$ cat config.mk
export PLATFORM = sky130hd
export DESIGN_NAME = box_placement_settle_engine
export DESIGN_NICKNAME = d
export VERILOG_FILES = /design/src/rtl/bpse_pkg.sv /design/src/rtl/bpse_ram.sv /design/src/rtl/box_placement_settle_engine.sv
export SDC_FILE = /design/constraint.sdc
export NUM_CORES = 2
export LEC_CHECK = 0
export BUFFER_PORTS_ARGS = -buffer_cell sky130_fd_sc_hd__buf_2
export CAP_MARGIN = 0
export CORE_MARGIN = 2
export CORE_UTILIZATION = 30
export DETAILED_ROUTE_END_ITERATION = 10
export SLEW_MARGIN = 20
export SYNTH_ARGS = -nofsm -noshare
export SYNTH_HDL_FRONTEND = slang
export SYNTH_HIERARCHICAL = 1
export SYNTH_SLANG_ARGS = --single-unit
$ cat constraint.sdc
create_clock -name clk -period 5.23 [get_ports clk]
set_input_delay 1.046 -clock clk [delete_from_list [all_inputs] [get_ports clk]]
set_output_delay 1.046 -clock clk [all_outputs]
set_load 0.01 [all_outputs]
$ cat src/rtl/bpse_pkg.sv
// bpse_pkg: shared types and constants of the box placement settle engine
// no dependencies
`timescale 1ns / 1ps
package bpse_pkg;
  localparam int MaxBoxes  = 64;
  localparam int CoordBits = 10;
  localparam int IdxBits   = $clog2(MaxBoxes);
  localparam int CntBits   = $clog2(MaxBoxes + 1);
  localparam int BoxBits   = 6 * CoordBits;
  localparam int ModeBits  = 2;
  localparam int KindBits  = 3;
  localparam int CfgIdxBits = 2;
  localparam int InBits    = 64;   // 60 padded to bytes
  localparam int OutBits   = 32;   // 30 padded to bytes

  localparam logic [ModeBits-1:0] FUNC_SETTLE = 2'd0;
  localparam logic [ModeBits-1:0] FUNC_PLACE  = 2'd1;
  localparam logic [ModeBits-1:0] FUNC_CLEAR  = 2'd2;

  localparam logic [KindBits-1:0] KIND_SETTLED = 3'd0;
  localparam logic [KindBits-1:0] KIND_CAND    = 3'd1;
  localparam logic [KindBits-1:0] KIND_NOCAND  = 3'd2;
  localparam logic [KindBits-1:0] KIND_FULL    = 3'd3;
  localparam logic [KindBits-1:0] KIND_CLEARED = 3'd4;

  localparam logic [CfgIdxBits-1:0] REG_LENGTH = 2'd0;
  localparam logic [CfgIdxBits-1:0] REG_WIDTH  = 2'd1;
  localparam logic [CfgIdxBits-1:0] REG_HEIGHT = 2'd2;

  typedef logic [CoordBits-1:0] coord_t;

  typedef struct packed {
    coord_t sz, sy, sx, pz, py, px;
  } box_t;

  // overlap of moving box with stored box, open intervals, full width sums
  function automatic logic hits(box_t m, box_t b);
    logic hx, hy, hz;
    hx = ({1'b0, m.px} < {1'b0, b.px} + {1'b0, b.sx}) &&
         ({1'b0, m.px} + {1'b0, m.sx} > {1'b0, b.px});
    hy = ({1'b0, m.py} < {1'b0, b.py} + {1'b0, b.sy}) &&
         ({1'b0, m.py} + {1'b0, m.sy} > {1'b0, b.py});
    hz = ({1'b0, m.pz} < {1'b0, b.pz} + {1'b0, b.sz}) &&
         ({1'b0, m.pz} + {1'b0, m.sz} > {1'b0, b.pz});
    return hx && hy && hz;
  endfunction
endpackage

$ cat src/rtl/bpse_ram.sv
// bpse_ram: generic single port synchronous ram, registered read
// no dependencies
`timescale 1ns / 1ps
module bpse_ram #(
  parameter int Width = 8,
  parameter int Depth = 16
) (
  input  logic                     clk,
  input  logic                     we,
  input  logic [$clog2(Depth)-1:0] addr,
  input  logic [Width-1:0]         wdata,
  output logic [Width-1:0]         rdata
);
  logic [Width-1:0] mem [Depth];
  always_ff @(posedge clk) begin
    if (we) begin
      mem[addr] <= wdata;
    end
    rdata <= mem[addr];
  end
endmodule

$ cat src/rtl/box_placement_settle_engine.sv
// box_placement_settle_engine: top level, sequencer over the box store
// depends on bpse_pkg and bpse_ram
`timescale 1ns / 1ps
// The block holds up to MaxBoxes placed boxes in one ram and handles one item
// at a time. With more than one box stored, a settle item slides its point
// down along x, then z, then y, one unit per scan; each scan reads the stored
// boxes one per cycle through the single ram port, and a settle runs one scan
// per unit step taken (plus one scan per nonzero axis). Clear and rejected
// place items give their result from idle; a place item writes the box into the
// store, then emits its results. Results
// leave through an output register; up to three candidates are emitted for a
// place, tlast marks the final result of each item.
// Function code 3 is dropped with no result. There is no clearing pass.
module box_placement_settle_engine (
  input  logic                            clk,
  input  logic                            rst,
  input  logic                            s_tvalid,
  output logic                            s_tready,
  // pos_x, pos_y, pos_z, size_x, size_y, size_z, zero pad
  input  logic [bpse_pkg::InBits-1:0]     s_tdata,
  // func
  input  logic [bpse_pkg::ModeBits-1:0]   s_tuser,
  output logic                            m_tvalid,
  input  logic                            m_tready,
  // out_x, out_y, out_z, zero pad
  output logic [bpse_pkg::OutBits-1:0]    m_tdata,
  // kind
  output logic [bpse_pkg::KindBits-1:0]   m_tuser,
  output logic                            m_tlast,
  input  logic                            cfg_valid,
  output logic                            cfg_ready,
  input  logic [bpse_pkg::CfgIdxBits-1:0] cfg_index,
  input  logic [bpse_pkg::CoordBits-1:0]  cfg_data
);
  import bpse_pkg::*;

  typedef enum logic [2:0] {S_IDLE, S_SCAN, S_EMIT, S_CAND} state_t;

  state_t              state;
  logic [CntBits-1:0]  count;
  coord_t              bin_len, bin_wid, bin_hgt;
  box_t                cur;          // moving box / placed box
  logic [1:0]          axis;         // 0 x, 1 z, 2 y
  logic [CntBits-1:0]  scan;         // boxes issued in this scan
  logic                rd_valid;     // ram data of this scan valid
  logic                hit;
  logic                moved;        // a decrement already happened on axis
  logic [2:0]          cand;         // pending candidates x, y, z

  logic                ram_we;
  logic [IdxBits-1:0]  ram_addr;
  box_t                ram_rd;

  bpse_ram #(.Width(BoxBits), .Depth(MaxBoxes)) u_store (
    .clk(clk), .we(ram_we), .addr(ram_addr), .wdata(cur), .rdata(ram_rd)
  );

  logic [ModeBits-1:0] in_func;
  box_t                in_box;
  assign in_func = s_tuser;
  assign in_box  = s_tdata[BoxBits-1:0];

  assign s_tready  = (state == S_IDLE) && !m_tvalid;
  assign cfg_ready = 1'b1;
  assign ram_we    = (state == S_EMIT) && (cand != 3'b000 || moved);
  assign ram_addr  = (state == S_EMIT) ? count[IdxBits-1:0] : scan[IdxBits-1:0];

  // coordinate of the sliding axis
  coord_t ax_val;
  always_comb begin
    case (axis)
      2'd0:    ax_val = cur.px;
      2'd1:    ax_val = cur.pz;
      default: ax_val = cur.py;
    endcase
  end

  logic [CoordBits:0] rx, ry, rz;
  assign rx = {1'b0, cur.px} + {1'b0, cur.sx};
  assign ry = {1'b0, cur.py} + {1'b0, cur.sy};
  assign rz = {1'b0, cur.pz} + {1'b0, cur.sz};

  logic hit_now;
  assign hit_now = hit || (rd_valid && hits(cur, ram_rd));

  function automatic box_t set_ax(box_t b, logic [1:0] a, coord_t v);
    box_t r;
    r = b;
    case (a)
      2'd0:    r.px = v;
      2'd1:    r.pz = v;
      default: r.py = v;
    endcase
    return r;
  endfunction

  always_ff @(posedge clk) begin
    if (rst) begin
      state    <= S_IDLE;
      count    <= '0;
      bin_len  <= '1;
      bin_wid  <= '1;
      bin_hgt  <= '1;
      m_tvalid <= 1'b0;
      rd_valid <= 1'b0;
      cand     <= '0;
      moved    <= 1'b0;
    end else begin
      if (cfg_valid) begin
        case (cfg_index)
          REG_LENGTH: bin_len <= cfg_data;
          REG_WIDTH:  bin_wid <= cfg_data;
          REG_HEIGHT: bin_hgt <= cfg_data;
          default: ;
        endcase
      end
      // the candidate state reloads the output register itself
      if (m_tvalid && m_tready && state != S_CAND) m_tvalid <= 1'b0;
      case (state)
        S_IDLE: begin
          if (s_tvalid && s_tready) begin
            cur <= in_box;
            case (in_func)
              FUNC_SETTLE: begin
                if (count > CntBits'(1)) begin
                  axis <= 2'd0; scan <= '0; rd_valid <= 1'b0; hit <= 1'b0;
                  moved <= 1'b0;
                  state <= S_SCAN;
                end else begin
                  m_tdata  <= {2'b00, in_box.pz, in_box.py, in_box.px};
                  m_tuser  <= KIND_SETTLED; m_tlast <= 1'b1; m_tvalid <= 1'b1;
                end
              end
              FUNC_PLACE: begin
                if (count >= CntBits'(MaxBoxes)) begin
                  m_tdata <= '0; m_tuser <= KIND_FULL; m_tlast <= 1'b1;
                  m_tvalid <= 1'b1;
                end else begin
                  moved <= 1'b1;   // marks a pending store write
                  cand  <= 3'b000;
                  state <= S_EMIT;
                end
              end
              FUNC_CLEAR: begin
                count <= '0;
                m_tdata <= '0; m_tuser <= KIND_CLEARED; m_tlast <= 1'b1;
                m_tvalid <= 1'b1;
              end
              default: ;
            endcase
          end
        end
        S_SCAN: begin
          // a zero coordinate skips the axis entirely
          if (ax_val == '0 && !moved) begin
            if (axis == 2'd2) begin
              m_tdata <= {2'b00, cur.pz, cur.py, cur.px};
              m_tuser <= KIND_SETTLED; m_tlast <= 1'b1; m_tvalid <= 1'b1;
              state <= S_IDLE;
            end else begin
              axis <= axis + 2'd1;
            end
          end else if (scan < count) begin
            scan <= scan + CntBits'(1);
            rd_valid <= 1'b1;
            hit <= hit_now;
          end else if (rd_valid) begin
            // last read data arrives now, resolve the trial position
            rd_valid <= 1'b0;
            scan <= '0;
            hit <= 1'b0;
            if (!hit_now && !(moved && ax_val == '0)) begin
              cur <= set_ax(cur, axis, ax_val - coord_t'(1));
              moved <= 1'b1;
            end else begin
              // hold at 0 when the floor is free, else step back up one from an overlap
              if (moved && !hit_now && ax_val == '0) begin
                cur <= set_ax(cur, axis, '0);
              end else if (ax_val != '1) begin
                cur <= set_ax(cur, axis, ax_val + coord_t'(1));
              end
              moved <= 1'b0;
              if (axis == 2'd2) state <= S_EMIT;
              else axis <= axis + 2'd1;
            end
          end
        end
        S_EMIT: begin
          if (moved) begin
            // place: write happens this cycle, then build candidates
            count <= count + CntBits'(1);
            moved <= 1'b0;
            cand  <= {rz < {1'b0, bin_hgt}, ry < {1'b0, bin_wid},
                      rx < {1'b0, bin_len}};
            state <= S_CAND;
          end else if (!m_tvalid) begin
            m_tdata <= {2'b00, cur.pz, cur.py, cur.px};
            m_tuser <= KIND_SETTLED; m_tlast <= 1'b1; m_tvalid <= 1'b1;
            state <= S_IDLE;
          end
        end
        S_CAND: begin
          if (!m_tvalid || m_tready) begin
            m_tvalid <= 1'b1;
            if (cand[0]) begin
              m_tdata <= {2'b00, cur.pz, cur.py, rx[CoordBits-1:0]};
              m_tuser <= KIND_CAND;
              m_tlast <= (cand[2:1] == 2'b00);
              cand[0] <= 1'b0;
              if (cand[2:1] == 2'b00) state <= S_IDLE;
            end else if (cand[1]) begin
              m_tdata <= {2'b00, cur.pz, ry[CoordBits-1:0], cur.px};
              m_tuser <= KIND_CAND;
              m_tlast <= !cand[2];
              cand[1] <= 1'b0;
              if (!cand[2]) state <= S_IDLE;
            end else if (cand[2]) begin
              m_tdata <= {2'b00, rz[CoordBits-1:0], cur.py, cur.px};
              m_tuser <= KIND_CAND;
              m_tlast <= 1'b1;
              cand[2] <= 1'b0;
              state <= S_IDLE;
            end else begin
              m_tdata <= '0; m_tuser <= KIND_NOCAND; m_tlast <= 1'b1;
              state <= S_IDLE;
            end
          end
        end
        default: state <= S_IDLE;
      endcase
    end
  end
endmodule
======== Word-level counts from Yosys, hierarchy flattened ========
Memories as Yosys holds them, arrays and structs flattened. A register that Yosys moved wholly into a read port is not among the register bits.
Cells that the tools add are included.
storage, ports and cells
  register bits ........................... 152
  output and inout port bits .............. 39
  word-level logic and storage cells ...... 282
  memories kept ........................... 1
  bits of input ports ..................... 83
  bits in writable memories ............... 3,840
cells by class
  $lt $le $gt $ge ......................... 12
  muxes and demuxes ....................... 132
  equal/unequal tests ..................... 47
  bitwise logic cells ..................... 2
  reduce and logical (&&, ||, !) cells .... 54
  add/sub/neg operators ................... 11
memories
  memory       depth  width  rd ports  clocked after Yosys merged registers in  write ports  line            RTL
  u_store.mem  64     60     1         1                                        1            bpse_ram.sv:14  logic [Width-1:0] mem [Depth];
operator list
  cell                   number
  $mux W30               9
  $mux W32               8
  $pmux W32 S4           1
  $pmux W60 S2           1
  $pmux W32 S3           1
  $mux W10               9
  $mux W3                27
  $add A10 B10 Y11       6
  $mux W7                9
  $mux W60               1
  $reduce_and A8 Y1      5
  $ne A3 B3 Y1 const B   13
  $mux W1                36
  $gt A11 B10 Y1         3
  $lt A10 B11 Y1         3
  $lt A11 B10 Y1         3
  $pmux W7 S2            2
  $mux W2                12
  $ne A2 B2 Y1 const B   12
  $pmux W3 S4            2
  $pmux W10 S2           1
  $pmux W3 S3            2
  $logic_and A1 B1 Y1    16
  $add A7 B1 Y7 const B  2
  40 further kinds       74

======== Logic depth before layout (Yosys ltp) ========
  depth in word-level cells ............... 16
  mapped depth ............................ 21
  gate-level depth less buffers ........... 20

======== Modules after synthesis ========
The synthesis kept the hierarchy.
by module, submodules not included
  module                       times used  cells each  area an instance (um^2)  seq. area each (um^2)
  bpse_ram                     1           7,897       144,871.4                116,511.7
  box_placement_settle_engine  1           1,303       11,962.7                 4,023.9

======== Least setup slack after synthesis ========
No wires, ideal clock.
  path kind ............................... flip-flop to flip-flop
  start ................................... register state[0]
  end ..................................... memory u_store/mem[13][0] in the netlist's numbering, enable pin
  stages on the path, launching flop included .. 13
  slack ................................... -498 ps
  required time ........................... 4,752 ps
  buffers on the path ..................... 6
  arrival time ............................ 5,250 ps
  period minus slack after synthesis ...... 5,728 ps
  setup time .............................. 478 ps
  path through ............................ dfxtp_1 > inv_1 > ha_1 > clkbuf_1 > mux2_2 > buf_6 > nor2b_1 > buf_2 > buf_2 > clkbuf_1 > buf_1 > nand3_1 > nor2_1
on the way
  elaborated cells between the ends (all ways) .. 5
  classes of those cells .................. eq/ne: 1; mux: 3; reduce/logical: 1
RTL lines
  what                    line                                RTL
  start, declared         box_placement_settle_engine.sv:39   state_t state;
  start signal, assigned  box_placement_settle_engine.sv:99   state <= S_IDLE;
  start signal, assigned  box_placement_settle_engine.sv:128  state <= S_SCAN;
  start signal, assigned  box_placement_settle_engine.sv:141  state <= S_EMIT;
  $eq A3 B2 Y1            box_placement_settle_engine.sv:66   assign ram_addr = (state == S_EMIT) ? count[IdxBits-1:0] : scan[IdxBits-1:0];
  $mux W6                 box_placement_settle_engine.sv:66
  net ram_addr[1]         box_placement_settle_engine.sv:51   logic [IdxBits-1:0] ram_addr;
  end, declared           bpse_ram.sv:14
The timed path passes the listed nets, and every way through them passes these cells.

======== Worst setup path in the final report ========
  start ................................... register cur[1] in the netlist's numbering
  end ..................................... register cur[24] in the netlist's numbering (data pin)
on the way
  longest elaborated chain between the ends .. 16
  elaborated cells between the ends (all ways) .. 27
  classes of those cells .................. add/sub: 3; order compare: 2; mux: 10; reduce/logical: 12
ends and longest elaborated chain
  what                               line                                                                    RTL
  start, declared                    box_placement_settle_engine.sv:42                                       box_t cur;
  start signal, assigned             box_placement_settle_engine.sv:122                                      cur <= in_box;
  start signal, assigned             box_placement_settle_engine.sv:173                                      cur <= set_ax(cur, axis, ax_val - coord_t'(1));
  start signal, assigned             box_placement_settle_engine.sv:178                                      cur <= set_ax(cur, axis, '0);
  $add A10 B10 Y11                   bpse_pkg.sv:40                                                          ({1'b0, m.px} + {1'b0, m.sx} > {1'b0, b.px});
  $gt A11 B10 Y1                     bpse_pkg.sv:40
  $logic_and A1 B1 Y1                bpse_pkg.sv:39                                                          hx = ({1'b0, m.px} < {1'b0, b.px} + {1'b0, b.sx}) &&
  $logic_and A1 B1 Y1 (2 in series)  bpse_pkg.sv:45                                                          return hx && hy && hz;
  $logic_and A1 B1 Y1                box_placement_settle_engine.sv:84                                       assign hit_now = hit || (rd_valid && hits(cur, ram_rd));
  $logic_or A1 B1 Y1                 box_placement_settle_engine.sv:84
  $logic_not A1 Y1                   box_placement_settle_engine.sv:172, box_placement_settle_engine.sv:177
  $logic_and A1 B1 Y1 (2 in series)  box_placement_settle_engine.sv:177                                      if (moved && !hit_now && ax_val == '0) begin
  $mux W30                           box_placement_settle_engine.sv:177
  $mux W30 (*)                       box_placement_settle_engine.sv:172                                      if (!hit_now && !(moved && ax_val == '0)) begin
  $mux W30 (*)                       box_placement_settle_engine.sv:167                                      end else if (rd_valid) begin
  $mux W30 (*)                       box_placement_settle_engine.sv:163                                      end else if (scan < count) begin
  $mux W30 (*)                       box_placement_settle_engine.sv:155                                      if (ax_val == '0 && !moved) begin
  $pmux W60 S2 (*)                   box_placement_settle_engine.sv:119                                      case (state)
Every way passes the cells marked *; elsewhere a longest branch is shown, timed or not. The select of a mux whose other input is x is not followed.
A chain may end at the register's enable or synchronous reset.

==> impl_summary.txt <==
----------------------------------------------------
[Run status]
  Result of the run ... completed

[Synthesis]
  Post-synth EDFFs ... about 3.9k
  Ranking of synthesized cells by area ... sky130_fd_sc_hd__edfxtp_1 (76%), sky130_fd_sc_hd__a221oi_1 (3.9%), sky130_fd_sc_hd__a22oi_1 (3.9%)
  Flip-flop and latch count after synthesis ... 4049
  Synthesized area ... 157000 um2
  Synth top area share ... about 76%
  Synth Flop Type ... sky130_fd_sc_hd__edfxtp_1
  Synthesis warning total ... 6
  Top cell type by total area after synthesis ... sky130_fd_sc_hd__edfxtp_1
  Syn_area_per_cell ... 17.0 um2
  Leading post-synthesis cells by instance count ... sky130_fd_sc_hd__edfxtp_1 (3944), sky130_fd_sc_hd__a22oi_1 (815), sky130_fd_sc_hd__a221oi_1 (707)
  Asr flop ratio synth ... 0%
  Post-synthesis cell type count ... 87
  Top-count cell post-synth ... sky130_fd_sc_hd__edfxtp_1
  Share of the yosys chip area belonging to registers ... 76.9%
  Synthesized instance count ... 9200

[Hold path]
  Min-Delay Startpoint ... cfg_data[7]
  Worst hold path type ... input port to register

[Clock network]
  Setup Fix Bufs, Post-CTS ... 0
  Number of levels in the clock H-tree ... 5
  CTS buffer count ... 402
  Total clock sinks ... 4049
  Clock-pin slew reported for the worst setup and hold paths after clock tree synthesis ... 0.06 ns
  CTS root buffer ... sky130_fd_sc_hd__clkbuf_16
  Clock tree from TritonCTS ... done
  Number of buffers on the longest clock path ... 4
  Clock latency of the later-clocked register in the worst-skew pair ... 1.00 ns

[Worst setup path]
  CP Cell Sequence ... ha_1, a21o_1, a21oi_1, o21bai_1, a21oi_1, o21bai_1, a21oi_1, o21bai_1, mux2i_1, nand2_1, ha_1, a2111oi_0, a211o_1, a221oi_4, a31oi_4, buf_4, and3_2, a22oi_2, o21ai_0
  Kind of critical path ... register to register
  Required time of the critical path ... 5.94 ns
  Peak per-stage delay on the critical path ... 0.46 ns
  Reg-to-Reg End ... cur[24]
  Signal arrival time at the worst endpoint ... 5.64 ns
  R2R setup slack ... 0.30 ns
  Depth of the worst register-to-register path ... 19
  Element type at the critical path end ... register
  Top Family by Delay on Critical Path ... compound AO/OA/AOI/OAI gates
  Highest net fanout along the worst path ... 10
  Crit Reg-Reg Startpoint ... cur[1]
  Worst Setup EP ... cur[24]
  Library cell contributing the largest single delay on the critical path ... sky130_fd_sc_hd__edfxtp_1
  Launching instance or port of the critical path ... cur[1]
  Worst path bufs/invs ... 1
  Startpoint type of the worst setup path ... register
  Cell count along the critical path ... 19

[Routing]
  Number of design rule violations left after detail routing ... 0
  Drt via density ... roughly 5.8
  Residual antenna-violating net count after detailed routing ... 0
  Detailed-router iteration count before antenna repair ... 8
  Total number of vias ... 98.3k
  Count of routing violations after the opening detailed-route iteration ... around 15k
  Final routed wire length divided by cell count ... 32.6 um
  Wirelength, routed ... 553 mm

[STA]
  Slew HR ... 26.1%
  Minimum hold slack ... 0.379 ns
  Setup Viol. Count Final ... 0
  Final Hold Viols ... 0
  Max Fclk ... 0.203 GHz
  Final-report max-slew violation count ... 0
  Share of the clock period used by the worst path ... 94.2%
  Min Clock Period, post-route ... 4.93 ns
  Setup repair after global routing missed its margin ... no
  Post-route clock skew ... 0.0534 ns
  Worst-margin pin slew ... 1.11 ns

[Placement]
  Post-DP HPWL ... 327 mm
  Post-placement cell count ... 16.2k
  Routability congestion estimate ... 0.906
  Count of port buffers added during placement ... roughly 110

[Floorplanning]
  Chip Height ... 727 um
  Count of standard-cell rows ... around 270
  Initial standard-cell utilization of the core ... 30.1%
  Ports placed on the boundary ... between 100 and 150
  Total Die Area ... 529000 um2
  Placeable core area ... 521000 um2
  Die width ... approximately 730 um

[Global routing]
  Via count of the first global-routing pass ... between 90k and 100k
  Aggregate global-route resource usage ... between 20% and 30%
  Antenna violations before repair ... 41
  Global route total overflow ... 0
  Largest net degree at the start of global routing ... 117
  Wire length of the first global-routing pass ... 753 mm

[Pwr]
  IR drop worst, VDD ... 334 uV
  Tot Pwr ... 83.5 mW
  Pwr Density ... 455 nW/um2
  LEAKAGE ... 57.7 nW

[Layout]
  Number of nets in the finished design ... 9921
  Final std cells w/o fill ... 17.0k
  Final core utilization ... 35.2%
  Synthesis-to-finish area growth ... 17.0%
  Fraction of final layout cells sized beyond drive strength 1 ... 16.7%

[Job]
  Max-capacitance violation count ... 0

----------------------------------------------------
-- report_power, final --
part | internal, mW | switching (mW) | total [mW]
registers | 38.1 | 0.443 | 38.5
logic | 5.10 | 11.8 | 16.9
clock network | 15.8 | 12.4 | 28.2
total | 58.9 | 24.6 | 83.5
-- placed cells by master, fill, tap and decap left out, types with 28 or more instances in the layout --
cell type | synthesis | layout
sky130_fd_sc_hd__ha_1 | 167 | 166
sky130_fd_sc_hd__mux2_2 | 193 | 190
sky130_fd_sc_hd__nand2_1 | 135 | 130
sky130_fd_sc_hd__a211oi_1 | 36 | 36
sky130_fd_sc_hd__clkinv_2 | 0 | 58
sky130_fd_sc_hd__nor3_1 | 96 | 94
sky130_fd_sc_hd__edfxtp_1 | 3944 | 3944
sky130_fd_sc_hd__mux4_2 | 70 | 70
sky130_fd_sc_hd__buf_4 | 22 | 431
sky130_fd_sc_hd__o21ai_0 | 240 | 240
sky130_fd_sc_hd__a22o_1 | 57 | 57
sky130_fd_sc_hd__inv_1 | 135 | 133
sky130_fd_sc_hd__a221oi_1 | 707 | 707
sky130_fd_sc_hd__a22oi_1 | 815 | 809
sky130_fd_sc_hd__o211ai_1 | 37 | 37
sky130_fd_sc_hd__dfxtp_1 | 105 | 105
sky130_fd_sc_hd__xnor2_1 | 49 | 49
sky130_fd_sc_hd__nand4_1 | 44 | 44
sky130_fd_sc_hd__o22ai_1 | 322 | 322
sky130_fd_sc_hd__buf_2 | 150 | 114
sky130_fd_sc_hd__nor2b_1 | 53 | 47
sky130_fd_sc_hd__nand3_1 | 33 | 32
sky130_fd_sc_hd__clkbuf_1 | 358 | 91
sky130_fd_sc_hd__clkbuf_16 | 0 | 408
sky130_fd_sc_hd__a21o_1 | 42 | 42
sky130_fd_sc_hd__a21oi_1 | 270 | 270
sky130_fd_sc_hd__buf_12 | 0 | 174
sky130_fd_sc_hd__clkinv_1 | 1 | 106
sky130_fd_sc_hd__a221o_1 | 29 | 29
sky130_fd_sc_hd__a31oi_1 | 30 | 30
sky130_fd_sc_hd__a211o_1 | 28 | 28
sky130_fd_sc_hd__nor2_4 | 1 | 72
sky130_fd_sc_hd__mux2i_1 | 167 | 167
sky130_fd_sc_hd__nor2_1 | 408 | 333
-- cell type report --
type / count / area, um2
antenna: 25 / 62.6
sequential: 4049 / 121000
fill: 48637 / 337000
clock inverter: 226 / 1940
timing repair buffer: 719 / 7290
multi-input combinational: 4357 / 33800
clock buffer: 507 / 10700
tap: 6942 / 8690
inverter: 136 / 526
-- layer usage --
layer	part of all wire (%)	wire (um)	global-route usage (%)	vias up
li1	-	-	-	39179
met1	38	210000	27.2	50942
met2	44	244000	30.6	6900
met3	13	70400	4.84	1283
met4	5.1	28300	8.82	26
met5	0.030	166	0	-
-- per-stage QoR --
step	setup slack [ns]	setup TNS [ns]	cell area, um2
2_1_floorplan	-0.498	-1567.59	157000
3_3_place_gp	0.160	0	171000
3_5_place_dp	0.189	0	171000
4_1_cts	0.164	0	183000
5_1_grt	0.0170	0	183000
6_report	0.305	0	183000
-- registers in the layout (all words and copies together), names as in the netlist, 2 cells and up --
name           cells
axis               2
bin_hgt           10
bin_len           10
bin_wid           10
cand               3
count              7
cur               60
m_tdata           30
m_tuser            3
scan               7
state              2
u_store/mem     3840
u_store/rdata     60
-- what timing repair did --
| item | CTS | global route |
|---|---|---|
| endpoints found under the hold margin | 0 | 0 |
| hold buffers | 0 | 0 |
| setup endpoints to repair | 0 | 51 |
| resized for setup | 0 | 13 |
-- cells by family after synthesis --
logic type	synth area share, %
mux	3.48
xor+xnor	0.385
fa+ha+maj	1.42
flops	76.9
compound gates	12.8
other cells	0.00479
buf+inv	2.13
simple gates	2.89
-- worst min path at each step --
stage,slack [ns],cells after the start,to
floorplan,0.44,2,bin_wid[5]
global placement,0.45,2,bin_wid[7]
detailed placement,0.46,2,bin_wid[3]
CTS,0.37,3,bin_wid[9]
global route,0.39,2,bin_hgt[7]
finish,0.38,2,bin_hgt[7]
Note: power is estimated with default switching activity, not from simulation.
